$ cat src/rtl/pcd_pkg.sv
// ----------------------------------------------------------------------------
// pcd_pkg
// Types and constants for the PNG chunk deframer: item structs, parse
// phases, event codes, signature bytes and the known chunk tags.
// ----------------------------------------------------------------------------
package pcd_pkg;

  typedef struct packed {
    logic [7:0] data_byte;
    logic       start_of_file;
  } in_item_t;

  typedef struct packed {
    logic [1:0]  event_kind;
    logic [31:0] chunk_tag;
    logic [31:0] chunk_size;
    logic        is_critical;
    logic [31:0] stored_crc;
    logic [31:0] image_width;
    logic [31:0] image_height;
    logic [7:0]  bit_depth;
    logic [7:0]  color_type;
    logic [7:0]  compression_method;
    logic [7:0]  filter_method;
    logic [7:0]  interlace_method;
  } out_item_t;

  typedef enum logic [2:0] {
    PH_SIG  = 3'd0,
    PH_LEN  = 3'd1,
    PH_TAG  = 3'd2,
    PH_DATA = 3'd3,
    PH_CRC  = 3'd4,
    PH_STOP = 3'd5
  } phase_t;

  localparam logic [1:0] EV_CHUNK   = 2'd0;
  localparam logic [1:0] EV_END     = 2'd1;
  localparam logic [1:0] EV_BAD_SIG = 2'd2;
  localparam logic [1:0] EV_UNKNOWN = 2'd3;

  localparam int SIG_LEN      = 8;
  localparam int NUM_TAGS     = 21;
  localparam int HDR_DATA_LEN = 13;

  localparam logic [7:0] SIG_BYTES [SIG_LEN] = '{
    8'h89, 8'h50, 8'h4E, 8'h47, 8'h0D, 8'h0A, 8'h1A, 8'h0A
  };

  // tags hold the first type byte in the low bits, so the strings read reversed
  localparam logic [31:0] TAG_IHDR = "RDHI";
  localparam logic [31:0] TAG_IEND = "DNEI";

  localparam logic [31:0] KNOWN_TAGS [NUM_TAGS] = '{
    "RDHI", "ETLP", "TADI", "DNEI", "DGKb", "MRHc", "GISd",
    "fIXe", "AMAg", "TSIh", "PCCi", "tXTi", "sYHp", "TIBs",
    "TLPs", "BGRs", "RETs", "tXEt", "EMIt", "SNRt", "tXTz"
  };

  localparam logic [7:0] UPPER_FIRST = 8'd65;
  localparam logic [7:0] UPPER_LAST  = 8'd90;

  function automatic logic tag_known(input logic [31:0] tag);
    logic hit;
    hit = 1'b0;
    for (int i = 0; i < NUM_TAGS; i++) begin
      if (KNOWN_TAGS[i] == tag) begin
        hit = 1'b1;
      end
    end
    return hit;
  endfunction

endpackage

$ cat src/rtl/pcd_core.sv
// ----------------------------------------------------------------------------
// pcd_core
// Parse state of the deframer: signature check, length/tag/CRC assembly,
// data skip with IHDR capture. Produces at most one event per accepted byte.
// ----------------------------------------------------------------------------
module pcd_core (
  input  logic                clk,
  input  logic                rst_n,
  input  logic                accept,
  input  pcd_pkg::in_item_t   in_item,
  output logic                ev_valid,
  output pcd_pkg::out_item_t  ev_item
);

  pcd_pkg::phase_t phase_r, phase_nxt, e_phase;
  logic [31:0] idx_r, idx_nxt, e_idx;
  logic [31:0] len_r, len_nxt, e_len;
  logic [31:0] tag_r, tag_nxt, e_tag;
  logic [31:0] crc_r, crc_nxt, e_crc;
  logic        first_r, first_nxt, e_first;
  logic [31:0] width_r, width_nxt, e_width;
  logic [31:0] height_r, height_nxt, e_height;
  logic [39:0] hdr_r, hdr_nxt, e_hdr;

  logic [7:0]  b;
  logic [1:0]  i2;
  logic [2:0]  i3;
  logic [31:0] idx_inc;
  logic [31:0] tag_new;
  logic [31:0] crc_new;
  logic        sig_bad;
  logic        ev_bad, ev_unknown, ev_done;

  assign b       = in_item.data_byte;
  assign i2      = e_idx[1:0];
  assign i3      = e_idx[2:0];
  assign idx_inc = e_idx + 32'd1;

  // start of file restarts the parser at this byte
  always_comb begin
    if (in_item.start_of_file) begin
      e_phase  = pcd_pkg::PH_SIG;
      e_idx    = '0;
      e_len    = '0;
      e_tag    = '0;
      e_crc    = '0;
      e_first  = 1'b1;
      e_width  = '0;
      e_height = '0;
      e_hdr    = '0;
    end else begin
      e_phase  = phase_r;
      e_idx    = idx_r;
      e_len    = len_r;
      e_tag    = tag_r;
      e_crc    = crc_r;
      e_first  = first_r;
      e_width  = width_r;
      e_height = height_r;
      e_hdr    = hdr_r;
    end
  end

  assign sig_bad = (b != pcd_pkg::SIG_BYTES[i3]);
  assign tag_new = ((i2 == 2'd0) ? 32'd0 : e_tag) | ({24'd0, b} << {i2, 3'b000});
  assign crc_new = ((i2 == 2'd0) ? 32'd0 : e_crc) | ({24'd0, b} << {i2, 3'b000});

  // next state
  always_comb begin
    phase_nxt  = e_phase;
    idx_nxt    = e_idx;
    len_nxt    = e_len;
    tag_nxt    = e_tag;
    crc_nxt    = e_crc;
    first_nxt  = e_first;
    width_nxt  = e_width;
    height_nxt = e_height;
    hdr_nxt    = e_hdr;
    unique case (e_phase)
      pcd_pkg::PH_SIG: begin
        if (sig_bad) begin
          phase_nxt = pcd_pkg::PH_STOP;
        end else if (i3 == 3'd7) begin
          phase_nxt = pcd_pkg::PH_LEN;
          idx_nxt   = '0;
        end else begin
          idx_nxt = {29'd0, i3 + 3'd1};
        end
      end
      pcd_pkg::PH_LEN: begin
        len_nxt = {((i2 == 2'd0) ? 24'd0 : e_len[23:0]), b};
        if (i2 == 2'd3) begin
          phase_nxt = pcd_pkg::PH_TAG;
          idx_nxt   = '0;
        end else begin
          idx_nxt = {30'd0, i2 + 2'd1};
        end
      end
      pcd_pkg::PH_TAG: begin
        tag_nxt = tag_new;
        if (i2 != 2'd3) begin
          idx_nxt = {30'd0, i2 + 2'd1};
        end else begin
          idx_nxt = '0;
          if (!pcd_pkg::tag_known(tag_new)) begin
            phase_nxt = pcd_pkg::PH_STOP;
          end else if (e_len == 32'd0) begin
            phase_nxt = pcd_pkg::PH_CRC;
          end else begin
            phase_nxt = pcd_pkg::PH_DATA;
          end
        end
      end
      pcd_pkg::PH_DATA: begin
        if (e_first && (e_tag == pcd_pkg::TAG_IHDR)
            && (e_idx < 32'(pcd_pkg::HDR_DATA_LEN))) begin
          if (e_idx[3:2] == 2'd0) begin
            width_nxt = e_width | ({24'd0, b} << {~i2, 3'b000});
          end else if (e_idx[3:2] == 2'd1) begin
            height_nxt = e_height | ({24'd0, b} << {~i2, 3'b000});
          end else begin
            hdr_nxt = e_hdr | ({32'd0, b} << {i3, 3'b000});
          end
        end
        if (idx_inc == e_len) begin
          phase_nxt = pcd_pkg::PH_CRC;
          idx_nxt   = '0;
        end else begin
          idx_nxt = idx_inc;
        end
      end
      pcd_pkg::PH_CRC: begin
        crc_nxt = crc_new;
        if (i2 != 2'd3) begin
          idx_nxt = {30'd0, i2 + 2'd1};
        end else begin
          idx_nxt   = '0;
          first_nxt = 1'b0;
          phase_nxt = (e_tag == pcd_pkg::TAG_IEND) ? pcd_pkg::PH_STOP : pcd_pkg::PH_LEN;
        end
      end
      default: begin
        phase_nxt = e_phase;
      end
    endcase
  end

  // event outputs
  always_comb begin
    ev_bad     = 1'b0;
    ev_unknown = 1'b0;
    ev_done    = 1'b0;
    unique case (e_phase)
      pcd_pkg::PH_SIG:  ev_bad     = sig_bad;
      pcd_pkg::PH_TAG:  ev_unknown = (i2 == 2'd3) && !pcd_pkg::tag_known(tag_new);
      pcd_pkg::PH_CRC:  ev_done    = (i2 == 2'd3);
      default:          ev_done    = 1'b0;
    endcase

    ev_valid = ev_bad || ev_unknown || ev_done;

    ev_item            = '0;
    ev_item.chunk_size = e_len;
    if (ev_bad) begin
      ev_item.event_kind = pcd_pkg::EV_BAD_SIG;
      ev_item.chunk_size = '0;
    end else if (ev_unknown) begin
      ev_item.event_kind = pcd_pkg::EV_UNKNOWN;
      ev_item.chunk_tag  = tag_new;
    end else begin
      ev_item.event_kind = (e_tag == pcd_pkg::TAG_IEND) ? pcd_pkg::EV_END
                                                        : pcd_pkg::EV_CHUNK;
      ev_item.chunk_tag  = e_tag;
      ev_item.stored_crc = crc_new;
    end
    ev_item.is_critical = !ev_bad
                          && (ev_item.chunk_tag[7:0] >= pcd_pkg::UPPER_FIRST)
                          && (ev_item.chunk_tag[7:0] <= pcd_pkg::UPPER_LAST);
    ev_item.image_width        = e_width;
    ev_item.image_height       = e_height;
    ev_item.bit_depth          = e_hdr[7:0];
    ev_item.color_type         = e_hdr[15:8];
    ev_item.compression_method = e_hdr[23:16];
    ev_item.filter_method      = e_hdr[31:24];
    ev_item.interlace_method   = e_hdr[39:32];
  end

  always_ff @(posedge clk) begin
    if (!rst_n) begin
      phase_r  <= pcd_pkg::PH_SIG;
      idx_r    <= '0;
      len_r    <= '0;
      tag_r    <= '0;
      crc_r    <= '0;
      first_r  <= 1'b1;
      width_r  <= '0;
      height_r <= '0;
      hdr_r    <= '0;
    end else if (accept) begin
      phase_r  <= phase_nxt;
      idx_r    <= idx_nxt;
      len_r    <= len_nxt;
      tag_r    <= tag_nxt;
      crc_r    <= crc_nxt;
      first_r  <= first_nxt;
      width_r  <= width_nxt;
      height_r <= height_nxt;
      hdr_r    <= hdr_nxt;
    end
  end

endmodule

$ cat src/rtl/png_chunk_deframer.sv
// Output: an event appears on out_ in the cycle after its byte is accepted.
// Throughput: one byte per cycle; the output register is reloaded in the
// same cycle its item is taken, so a byte is accepted whenever the register
// is empty or being drained.
// Reset: synchronous, active low; parser returns to the signature phase and
// the output register is emptied.
// ----------------------------------------------------------------------------
// png_chunk_deframer
// Byte-serial PNG chunk deframer: checks the signature, walks the chunks and
// reports one event per finished chunk, bad signature or unknown tag, with IHDR fields captured.
// ----------------------------------------------------------------------------
module png_chunk_deframer (
  input  logic                clk,
  input  logic                rst_n,
  input  logic                in_valid,
  output logic                in_ready,
  input  pcd_pkg::in_item_t   in_data,
  output logic                out_valid,
  input  logic                out_ready,
  output pcd_pkg::out_item_t  out_data
);

  logic               accept;
  logic               ev_valid;
  pcd_pkg::out_item_t ev_item;
  logic               out_valid_r;
  pcd_pkg::out_item_t out_item_r;

  assign in_ready  = !out_valid_r || out_ready;
  assign accept    = in_valid && in_ready;
  assign out_valid = out_valid_r;
  assign out_data  = out_item_r;

  pcd_core u_core (
    .clk      (clk),
    .rst_n    (rst_n),
    .accept   (accept),
    .in_item  (in_data),
    .ev_valid (ev_valid),
    .ev_item  (ev_item)
  );

  always_ff @(posedge clk) begin
    if (!rst_n) begin
      out_valid_r <= 1'b0;
    end else if (accept && ev_valid) begin
      out_valid_r <= 1'b1;
    end else if (out_ready) begin
      out_valid_r <= 1'b0;
    end
  end

  always_ff @(posedge clk) begin
    if (accept && ev_valid) begin
      out_item_r <= ev_item;
    end
  end

  a_event_lands: assert property (@(posedge clk) disable iff (!rst_n)
    accept && ev_valid |=> out_valid_r)
    else $error("event lost between core and output register");

  a_bad_sig_clean: assert property (@(posedge clk) disable iff (!rst_n)
    out_valid_r && (out_item_r.event_kind == pcd_pkg::EV_BAD_SIG) |->
      (out_item_r.chunk_tag == 32'd0) && (out_item_r.stored_crc == 32'd0)
      && !out_item_r.is_critical)
    else $error("bad signature event carries chunk fields");

  a_unknown_no_crc: assert property (@(posedge clk) disable iff (!rst_n)
    out_valid_r && (out_item_r.event_kind == pcd_pkg::EV_UNKNOWN) |->
      (out_item_r.stored_crc == 32'd0))
    else $error("unknown tag event carries a crc");

  a_critical_upper: assert property (@(posedge clk) disable iff (!rst_n)
    out_valid_r && out_item_r.is_critical |->
      (out_item_r.chunk_tag[7:0] >= pcd_pkg::UPPER_FIRST)
      && (out_item_r.chunk_tag[7:0] <= pcd_pkg::UPPER_LAST))
    else $error("critical flag without uppercase first tag byte");

endmodule

$ cat config.mk
export PLATFORM = sky130hd
export DESIGN_NAME = png_chunk_deframer
export DESIGN_NICKNAME = d
export VERILOG_FILES = /design/src/rtl/pcd_pkg.sv /design/src/rtl/pcd_core.sv /design/src/rtl/png_chunk_deframer.sv
export SDC_FILE = /design/constraint.sdc
export NUM_CORES = 1
export LEC_CHECK = 0
export BUFFER_PORTS_ARGS = -buffer_cell sky130_fd_sc_hd__buf_2
export CORE_ASPECT_RATIO = 0.7
export CORE_UTILIZATION = 40
export DETAILED_ROUTE_END_ITERATION = 16
export PLACE_DENSITY = 0.56
export SLEW_MARGIN = 20
export SYNTH_ARGS = -nofsm -noshare
export SYNTH_HDL_FRONTEND = slang
export SYNTH_SLANG_ARGS = --single-unit
$ cat constraint.sdc
create_clock -name clk -period 13.6 [get_ports clk]
set_input_delay 0.68 -clock clk [delete_from_list [all_inputs] [get_ports clk]]
set_output_delay 0.68 -clock clk [all_outputs]
set_load 0.02 [all_outputs]
==> reports/metrics.cfg, run 1 <==
[die]
die_area_um2 = 51200
die_w_um = 270
die-height_um = 190
placement_rows = 68
core_um2 = 49500
start_util = 0.406
ios = 218

[drt]
wl_mm = 65.5
drt_iter0_drc = 1816
drt-pass1-iter-count = 5
wl_per_cell_um = 22.5
via_per_inst = 5.71
antenna_left = 0
drcViolationCount = 0
num_vias = 16600

[critical_path]
crit_required_ps = 13790
crit_chain = buf_6 -> o21ba_2 -> buf_4 -> o41ai_1 -> buf_4 -> and2_1 -> nand2_1 -> nor2_1 -> a311oi_1 -> nand4_1 -> nor3_1 -> buf_4 -> or2_2 -> o21a_4 -> buf_4 -> buf_4
crit_slowest_cell = buf_4
criticalPathCategory = input port to flop
crit_path_end_kind = flop
crit_top_cell = buf_4
worstPathArrival_ps = 6230
r2r_slack_ps = 7670
cp_max_fo = 62
cpPeakStageDelay_ps = 710
crit_family = buffers and inverters
path_buf_inv = 6
startpoint_type = input port

[grt]
grt_antenna_before_repair = 3
grt_max_degree = 99
grt_pass1_vias = 15600
overflow = 0
grt_pass1_wl_mm = 98.1
track_usage = 0.249

[clocking]
tritoncts = yes
clk_latency_ps = 580
ctsHoldBuffers = 0
htreeDepth = 2
clk_path_buf_depth = 3
cts-root-buf = clkbuf_16
cts_made_buffers = 45
post_cts_resize_count = 0
cts.sinks = 440
postCtsSetupRepairBufs = 0
clkTransAtPathRegs_ps = 60

[sta]
tns_ps = 0
period_share = 0.444
worst_pin_slew_ps = 1110
slew_violations = 0
fmax_ghz = 0.166
setup_viol = 0
fin_skew_ps = 14.2
hold_viol_final = 0
relSlewSlack = 0.256
rsz0062_at_grt = false
fin_crit_ps = 6040

[place]
io_buffer_count = 217
dpl.cell_count = 2831
dp.final_hpwl_mm = 45.1
globalplace.congestion = 0.891
place_area_um2 = 21600

[power]
vdd.ir_drop.worst_v = 0.0000713
p_total_mw = 2.92
pwr-share-clk = 0.431
p_leak_nw = 8.18
comb_power_share = 0.076
power.switching_mw = 0.725
switching_share = 0.248
internal-power_mw = 2.20
seqPwrFrac = 0.493
powerDensity_nw_per_um2 = 127

[logic_synthesis]
synth.largest_area_cell = edfxtp_1
synth_edf_count = 203
synth-seq-area-share = 0.539
async_flop_share = 0
ys_top_cells_by_area = edfxtp_1 (30%), dfxtp_1 (24%), nor2_1 (6.6%), nor2b_1 (4.2%), a21oi_1 (4.1%)
avgSynthCellArea_um2 = 9.60
syn_inst = 2096
synth.distinct_cells = 87
synth_area_um2 = 20100
ys.flop_type = dfxtp_1
synth_top_area_frac = 0.303
ys_ff_latch = 440
syn_nets = 2110
yosysWarnings = 0

[layout]
post_layout_nonfiller_instances = 2915
fin_nets = 2227
drive_gt1_frac = 0.161
utilization = 0.465
design_area_um2 = 23000
area_delta_synth_final_pct = 14.5

[flow_run]
maxCapViolations = 0

[run_status]
status = complete, no violations

[worst_hold_path]
worst_hold_path_type = flop to flop

==> power groups by stage <==
stage	logic [mW]	clock network, mW	registers, mW
4_1_cts	0.223	1.28	1.44
6_report	0.223	1.26	1.44
2_1_floorplan	0.0975	0	1.52
5_1_grt	0.238	1.34	1.44
3_5_place_dp	0.223	0	1.47
3_3_place_gp	0.221	0	1.47
==> area by class of cell <==
class | instances | area, um^2
clock inverter | 22 | 239
clock buffer | 61 | 1250
sequential | 440 | 10800
tap | 665 | 832
timing repair buffer | 249 | 1330
multi-input combinational | 1458 | 8470
inverter | 19 | 76.3
antenna | 1 | 2.50
fill | 4785 | 26500
==> cell usage after synthesis, types with 6 or more instances <==
| cell type | count |
|---|---|
| a21oi_1 | 163 |
| a22oi_1 | 62 |
| a2bb2oi_1 | 38 |
| a31oi_1 | 15 |
| a32oi_1 | 35 |
| and2_1 | 62 |
| and3_1 | 11 |
| buf_2 | 25 |
| buf_4 | 8 |
| buf_6 | 6 |
| clkbuf_1 | 137 |
| dfxtp_1 | 237 |
| edfxtp_1 | 203 |
| inv_1 | 18 |
| mux2_2 | 6 |
| mux2i_1 | 15 |
| nand2_1 | 141 |
| nand2b_1 | 16 |
| nand3_1 | 39 |
| nand3b_1 | 11 |
| nand4_1 | 38 |
| nand4b_1 | 10 |
| nor2_1 | 352 |
| nor2b_1 | 134 |
| nor3_1 | 39 |
| nor3b_1 | 7 |
| nor4_1 | 32 |
| nor4b_1 | 6 |
| o21a_1 | 7 |
| o21ai_0 | 34 |
| o21ai_1 | 9 |
| o31ai_1 | 7 |
| o32ai_1 | 7 |
| or3_1 | 9 |
| or4_1 | 9 |
| xnor2_1 | 25 |
| xor2_1 | 15 |
==> metal layers <==
metal / part of all wire / up-vias / track usage
li1: - / 7769 / -
met5: 0.00041 / - / 0
met2: 0.43 / 613 / 0.365
met1: 0.48 / 8145 / 0.372
met4: 0.020 / 4 / 0.0627
met3: 0.068 / 100 / 0.0481
==> cells in the final DEF (no fill, tap or decap), types with 46 or more instances in the layout <==
cell type    n
edfxtp_1   203
a22oi_1     62
buf_2      216
a21oi_1    163
nor2_1     350
dfxtp_1    237
nand2_1    140
nor2b_1    134
clkbuf_16   46
and2_1      62
==> stage by stage <==
step,setup WS (ps),hold slack [ps]
3_5_place_dp,7050,466
4_1_cts,7620,481
5_1_grt,7160,499
3_3_place_gp,7020,458
6_report,7560,478
2_1_floorplan,5640,447
==> worst register-to-register path, delay by kind of cell, from the launching register on <==
family / cells / cell delay [ps]
buffers and inverters: 5 / 2290
AOI/OAI and AO/OA: 4 / 1480
and+or+nand+nor: 6 / 1380
DFF: 1 / 350
==> sequential cells by signal, summed over array words and instances (netlist names) <==
name             cells
out_data           203
u_core.hdr_r        40
u_core.crc_r        32
u_core.height_r     32
u_core.idx_r        32
u_core.len_r        32
u_core.tag_r        32
u_core.width_r      32
u_core.phase_r       3
out_valid            1
u_core.first_r       1
==> cell families after synthesis <==
family	after synthesis	share of synthesized area
simple gates	949	0.240
compound gates	447	0.151
flops	440	0.539
buf+inv	198	0.0422
xor+xnor	40	0.0174
mux	21	0.0108
fa+ha+maj	1	0.000622
==> path summary, 6_finish.rpt <==
kind / end / depth (start not counted) / start
max: out_data[111]$_SDFFCE_PN0P_ / 16 / in_data[0]
min: u_core.height_r[6]$_SDFFE_PN0P_ / 2 / u_core.height_r[6]$_SDFFE_PN0P_
max reg2reg: out_data[111]$_SDFFCE_PN0P_ / 15 / u_core.idx_r[0]$_SDFFE_PN0P_
min reg2reg: u_core.height_r[6]$_SDFFE_PN0P_ / 2 / u_core.height_r[6]$_SDFFE_PN0P_
No activity file was read; power rests on OpenSTA's default activity.
==> inputs of run 2 (changes only) <==
--- a/config.mk
+++ b/config.mk
@@ -9,7 +9,7 @@
 export CORE_ASPECT_RATIO = 0.7
 export CORE_UTILIZATION = 40
 export DETAILED_ROUTE_END_ITERATION = 16
-export PLACE_DENSITY = 0.56
+export PLACE_DENSITY = 0.58
 export SLEW_MARGIN = 20
 export SYNTH_ARGS = -nofsm -noshare
 export SYNTH_HDL_FRONTEND = slang
==> constraint.sdc (replaced) <==
create_clock -name clk -period 5.5 [get_ports clk]
set_input_delay 0.275 -clock clk [delete_from_list [all_inputs] [get_ports clk]]
set_output_delay 0.275 -clock clk [all_outputs]
set_load 0.02 [all_outputs]
==> run 2 against run 1 <==
Effect of this change:
- cell area barely moved
- global-route usage is 0.070 points lower
- total power up 140%
- via count rose by 1.1%
- clock power rose by 130%
- sequential share of layout area about the same
- critical path type is now flop to flop
- largest power group unchanged
- highest routed layer is now met4
==> reports/metrics.cfg, run 2 (synthesis gave the netlist of run 1 again) <==
[run_status]
status = complete, no violations  ; unchanged

[clocking]
postCtsSetupRepairBufs = 0  ; unchanged
htreeDepth = 2  ; unchanged
cts_made_buffers = 43  ; was 45
post_cts_resize_count = 0  ; unchanged
ctsHoldBuffers = 0  ; unchanged
clk_latency_ps = 600  ; was 580 ps
clk_path_buf_depth = 3  ; unchanged
clkTransAtPathRegs_ps = 70  ; was 60 ps
tritoncts = yes  ; unchanged
cts.sinks = 440  ; unchanged
cts-root-buf = clkbuf_16  ; unchanged

[critical_path]
startpoint_type = flop  ; was input port
path_buf_inv = 1  ; was 6
crit_family = compound AO/OA/AOI/OAI gates  ; was buffers and inverters
cp_max_fo = 65  ; was 62
worstPathArrival_ps = 4670  ; was 6230 ps
r2r_slack_ps = 1110  ; was 7670 ps
cpPeakStageDelay_ps = 700  ; was 710 ps
crit_chain = o21ba_2 -> o2111ai_1 -> nor4_1 -> nand2_1 -> o31ai_1 -> a32oi_1 -> nand4_1 -> nor3_1 -> or2_2 -> o21a_4 -> buf_12  ; was buf_6 -> o21ba_2 -> buf_4 -> o41ai_1 -> buf_4 -> and2_1 -> nand2_1 -> nor2_1 -> a311oi_1 -> nand4_1 -> nor3_1 -> buf_4 -> or2_2 -> o21a_4 -> buf_4 -> buf_4
crit_required_ps = 5780  ; was 13790 ps
crit_slowest_cell = nor4_1  ; was buf_4
criticalPathCategory = flop to flop  ; was input port to flop
crit_path_end_kind = flop  ; unchanged

[sta]
relSlewSlack = 0.312  ; was 0.256
period_share = 0.798
slew_violations = 0  ; unchanged
rsz0062_at_grt = false  ; unchanged
tns_ps = 0  ; unchanged
fmax_ghz = 0.228
fin_skew_ps = 44.2  ; was 14.2 ps
fin_crit_ps = 4390
worst_pin_slew_ps = 1030  ; was 1110 ps
hold_viol_final = 0  ; unchanged
setup_viol = 0  ; unchanged

[drt]
wl_mm = 64.9  ; was 65.5 mm
antenna_left = 0  ; unchanged
drcViolationCount = 0  ; unchanged
via_per_inst = 5.76  ; was 5.71
drt_iter0_drc = 1782  ; was 1816
wl_per_cell_um = 22.2  ; was 22.5 um
num_vias = 16800  ; was 16600
drt-pass1-iter-count = 7  ; was 5

[grt]
grt_antenna_before_repair = 0  ; was 3
grt_pass1_vias = 15700  ; was 15600
track_usage = 0.248  ; was 0.249
grt_pass1_wl_mm = 98.0  ; was 98.1 mm
grt_max_degree = 115  ; was 99
overflow = 0  ; unchanged

[power]
powerDensity_nw_per_um2 = 306  ; was 127 nW/um^2
p_total_mw = 7.04  ; was 2.92 mW
p_leak_nw = 8.18  ; about the same
vdd.ir_drop.worst_v = 0.000209  ; was 0.0000713 V

[place]
io_buffer_count = 217  ; unchanged
dp.final_hpwl_mm = 44.6  ; was 45.1 mm
globalplace.congestion = 0.954  ; was 0.891

[layout]
utilization = 0.465  ; about the same
fin_nets = 2236  ; was 2227
largest_reg_flops = 203  ; unchanged
mostFrequentLayoutCell = nor2_1  ; unchanged
drive_gt1_frac = 0.163  ; was 0.161
n_antenna_cell = 0  ; was 1
area_delta_synth_final_pct = 14.5  ; about the same
final_cell_mix = nor2_1 (350), dfxtp_1 (237), buf_2 (216), edfxtp_1 (203), a21oi_1 (163)  ; unchanged

[die]
ios = 218  ; unchanged
start_util = 0.406  ; unchanged
die_area_um2 = 51200  ; unchanged
die-height_um = 190  ; unchanged
die_w_um = 270  ; unchanged
placement_rows = 68  ; unchanged
core_um2 = 49500  ; unchanged

[worst_hold_path]
worst_hold_path_type = input port to flop  ; was flop to flop

[flow_run]
maxCapViolations = 0  ; unchanged

-- run 2: cell types whose count changed in the layout (fill, tap and decap cells not counted), sizes merged --
cell,delta
clkinv,-12
buf,+11
clkbuf,+7
bufinv,-3
inv,+2
clkinvlp,+1
diode,-1
-- run 2: through the flow --
| stage | std cells | hold WS, ps | area (um^2) | worst slack [ps] |
|---|---|---|---|---|
| global route | 2920 | 93.6 | 23000 | 885 |
| CTS | 2920 | 55.3 | 23000 | 1180 |
| floorplan | 2096 | 447 | 20100 | 1060 |
| finish | 2920 | 95.0 | 23000 | 1110 |
| detailed placement | 2842 | 466 | 21700 | 1120 |
| global placement | 2842 | 457 | 21700 | 1090 |
-- run 2: power breakdown --
group          leakage, nW  switching [mW]  internal [mW]
clock                0.666            1.29           1.62
sequential            3.93          0.0431           3.52
combinational         3.58           0.433          0.131
-- run 2: per-layer routing --
layer / global-route usage / wire, um
met1: 0.370 / 30700
met2: 0.374 / 28600
met3: 0.0395 / 4400
met4: 0.0586 / 1170
met5: 0 / 0
-- run 2: final timing paths --
kind                                       from                       endpoint  depth (start not counted)
setup / recovery   u_core.idx_r[1]$_SDFFE_PN0P_        out_data[100]$_DFFE_PP_                         11
hold / removal                            rst_n    u_core.first_r$_SDFFE_PN1P_                          2
setup reg to reg   u_core.idx_r[1]$_SDFFE_PN0P_        out_data[100]$_DFFE_PP_                         11
hold reg to reg   u_core.hdr_r[32]$_SDFFE_PN0P_  u_core.hdr_r[32]$_SDFFE_PN0P_                          2
-- run 2: final cells by class --
cell class / instances / area [um^2]
clock inverters: 10 / 115
multi-input cells: 1458 / 8470
flip-flops and latches: 440 / 10800
fillers: 4784 / 26500
repair buffers: 260 / 1460
well taps: 665 / 832
inverters: 19 / 76.3
clock buffers: 68 / 1250
-- run 2: worst reg2reg max path: stages, from the launching register on --
cell and delay (ps):
dfxtp_1 520, o21ba_2 560, o2111ai_1 380, nor4_1 700, nand2_1 110, o31ai_1 300, a32oi_1 150, nand4_1 190
nor3_1 80, or2_2 320, o21a_4 370, buf_12 320
==> inputs of run 3 (changes only) <==
--- a/config.mk
+++ b/config.mk
@@ -9,7 +9,7 @@
 export CORE_ASPECT_RATIO = 0.7
 export CORE_UTILIZATION = 40
 export DETAILED_ROUTE_END_ITERATION = 16
-export PLACE_DENSITY = 0.58
+export PLACE_DENSITY = 0.56
 export SLEW_MARGIN = 20
 export SYNTH_ARGS = -nofsm -noshare
 export SYNTH_HDL_FRONTEND = slang
==> constraint.sdc (replaced) <==
create_clock -name clk -period 4.4 [get_ports clk]
set_input_delay 0.22 -clock clk [delete_from_list [all_inputs] [get_ports clk]]
set_output_delay 0.22 -clock clk [all_outputs]
set_load 0.02 [all_outputs]
==> run 3 against run 2 <==
Effect of this change:
- sequential cell count did not move
- non-clock buffer count rose by 31
- die area did not move
- final cell count rose by 1.2%
- count of clock-buffer cells in the layout fell by 2
- core utilization rose by 0.89 points
- combinational power rose by 29%
- worst hold slack got worse by 38 ps
- sequential power rose by 25%
- sequential share of layout area fell by 0.88 points
- clock skew fell by 17 ps
==> reports/metrics.cfg, run 3 (synthesis gave the netlist of run 1 again) <==
[clocking]
tritoncts = yes  ; unchanged
clkTransAtPathRegs_ps = 60  ; was 70 ps
cts_made_buffers = 44  ; was 43
clk_latency_ps = 600  ; about the same
ctsHoldBuffers = 0  ; unchanged
postCtsSetupRepairBufs = 0  ; unchanged
cts-root-buf = clkbuf_16  ; unchanged
htreeDepth = 2  ; unchanged
post_cts_resize_count = 0  ; unchanged
cts.sinks = 440  ; unchanged
clk_path_buf_depth = 3  ; unchanged

[drt]
num_vias = 16900  ; was 16800
drcViolationCount = 0  ; unchanged
via_per_inst = 5.73  ; was 5.76
wl_per_cell_um = 22.2  ; about the same
antenna_left = 0  ; unchanged
wl_mm = 65.6  ; was 64.9 mm
drt_iter0_drc = 1757  ; was 1782
drt-pass1-iter-count = 6  ; was 7

[sta]
relSlewSlack = 0.389  ; was 0.312
fin_crit_ps = 4110  ; was 4390 ps
tns_ps = 0  ; unchanged
period_share = 0.935  ; was 0.798
hold_viol_final = 0  ; unchanged
fmax_ghz = 0.243  ; was 0.228 GHz
setup_viol = 0  ; unchanged
rsz0062_at_grt = false  ; unchanged
fin_skew_ps = 27.0  ; was 44.2 ps
setup_slack_ps = 286  ; was 1110 ps
worst_pin_slew_ps = 916  ; was 1030 ps
slew_violations = 0  ; unchanged

[place]
dpl.cell_count = 2873  ; was 2842
dp.final_hpwl_mm = 45.8  ; was 44.6 mm
globalplace.congestion = 0.951  ; was 0.954
place_ws_ps = 318  ; was 1120 ps
io_buffer_count = 217  ; unchanged

[layout]
mostFrequentLayoutCell = nor2_1  ; unchanged
post_layout_nonfiller_instances = 2955  ; was 2920
area_delta_synth_final_pct = 16.6  ; was 14.5%
n_antenna_cell = 0  ; unchanged
multi_input_area_um2 = 8470  ; about the same
final_cell_mix = nor2_1 (350), dfxtp_1 (237), buf_2 (216), edfxtp_1 (203), a21oi_1 (163)  ; unchanged
n_fill_cell = 4656  ; was 4784
fin_nets = 2268  ; was 2236
regArea_um2 = 10800  ; unchanged
largest_reg_flops = 203  ; unchanged
drive_gt1_frac = 0.176  ; was 0.163

[critical_path]
crit_chain = buf_12 -> inv_1 -> o21ai_0 -> o21ai_0 -> nand3_1 -> nor4_1 -> a311oi_1 -> nand4_1 -> nor3_2 -> or2_2 -> o21a_4 -> buf_12  ; was o21ba_2 -> o2111ai_1 -> nor4_1 -> nand2_1 -> o31ai_1 -> a32oi_1 -> nand4_1 -> nor3_1 -> or2_2 -> o21a_4 -> buf_12
cp_max_fo = 75  ; was 65
crit_required_ps = 4630  ; was 5780 ps
crit_path_end_kind = flop  ; unchanged
crit_slowest_cell = dfxtp_1  ; was nor4_1
r2r_slack_ps = 290  ; was 1110 ps
startpoint_type = flop  ; unchanged
cpPeakStageDelay_ps = 550  ; was 700 ps
worstPathArrival_ps = 4350  ; was 4670 ps
criticalPathCategory = flop to flop  ; unchanged

[die]
core_um2 = 49500  ; unchanged
die_area_um2 = 51200  ; unchanged
die-height_um = 190  ; unchanged
ios = 218  ; unchanged
start_util = 0.406  ; unchanged
die_w_um = 270  ; unchanged
placement_rows = 68  ; unchanged

[power]
p_leak_nw = 8.42  ; was 8.18 nW
powerDensity_nw_per_um2 = 389  ; was 306 nW/um^2
p_total_mw = 9.13  ; was 7.04 mW
vdd.ir_drop.worst_v = 0.000245  ; was 0.000209 V

[grt]
track_usage = 0.250  ; was 0.248
overflow = 0  ; unchanged
grt_max_degree = 105  ; was 115
grt_antenna_before_repair = 4  ; was 0
grt_pass1_vias = 15900  ; was 15700
grt_pass1_wl_mm = 98.8  ; was 98.0 mm

[run_status]
status = complete, no violations  ; unchanged

[flow_run]
maxCapViolations = 0  ; unchanged

[worst_hold_path]
worst_hold_path_type = input port to flop  ; unchanged

run 3: power by group:
group	switching (mW)	internal, mW	total, mW
clock	1.64	2.30	3.94
combinational	0.545	0.180	0.725
sequential	0.0590	4.40	4.46
run 3: path summary, 6_finish.rpt:
check	from	end	cells after the start
max	u_core.idx_r[0]$_SDFFE_PN0P_	out_data[79]$_DFFE_PP_	12
min	rst_n	u_core.first_r$_SDFFE_PN1P_	2
max reg2reg	u_core.idx_r[0]$_SDFFE_PN0P_	out_data[79]$_DFFE_PP_	12
min reg2reg	u_core.height_r[29]$_SDFFE_PN0P_	u_core.height_r[29]$_SDFFE_PN0P_	2
run 3: cell type report:
| cell class | instances | share of cell area |
|---|---|---|
| Tap cell | 665 | 0.0354 |
| Sequential cell | 440 | 0.462 |
| Clock inverter | 16 | 0.0101 |
| Timing Repair Buffer | 291 | 0.0746 |
| Multi-Input combinational cell | 1458 | 0.361 |
| Clock buffer | 66 | 0.0539 |
| Inverter | 19 | 0.00325 |
run 3: worst max-delay path, delay by kind of cell (launching register included):
family                 cells  cell delay (ps)
AO/OA/AOI/OAI              4             1360
buffers and inverters      3              770
flip-flops                 1              550
AND/OR/NAND/NOR            5             1000
run 3: per-stage QoR:
stage / utilization / hold slack, ps / area, um^2
final: 0.474 / 56.8 / 23500
after global routing: 0.474 / 41.4 / 23500
after CTS: 0.474 / 16.2 / 23500
after detailed placement: 0.444 / 466 / 22000
after global placement: 0.444 / 458 / 22000
after floorplan: - / 447 / 20100
run 3: per-layer routing:
layer  part of all wire  GRT usage
met3              0.088     0.0529
met2               0.43      0.364
met1               0.46      0.369
met5            0.00020          0
met4              0.022     0.0734
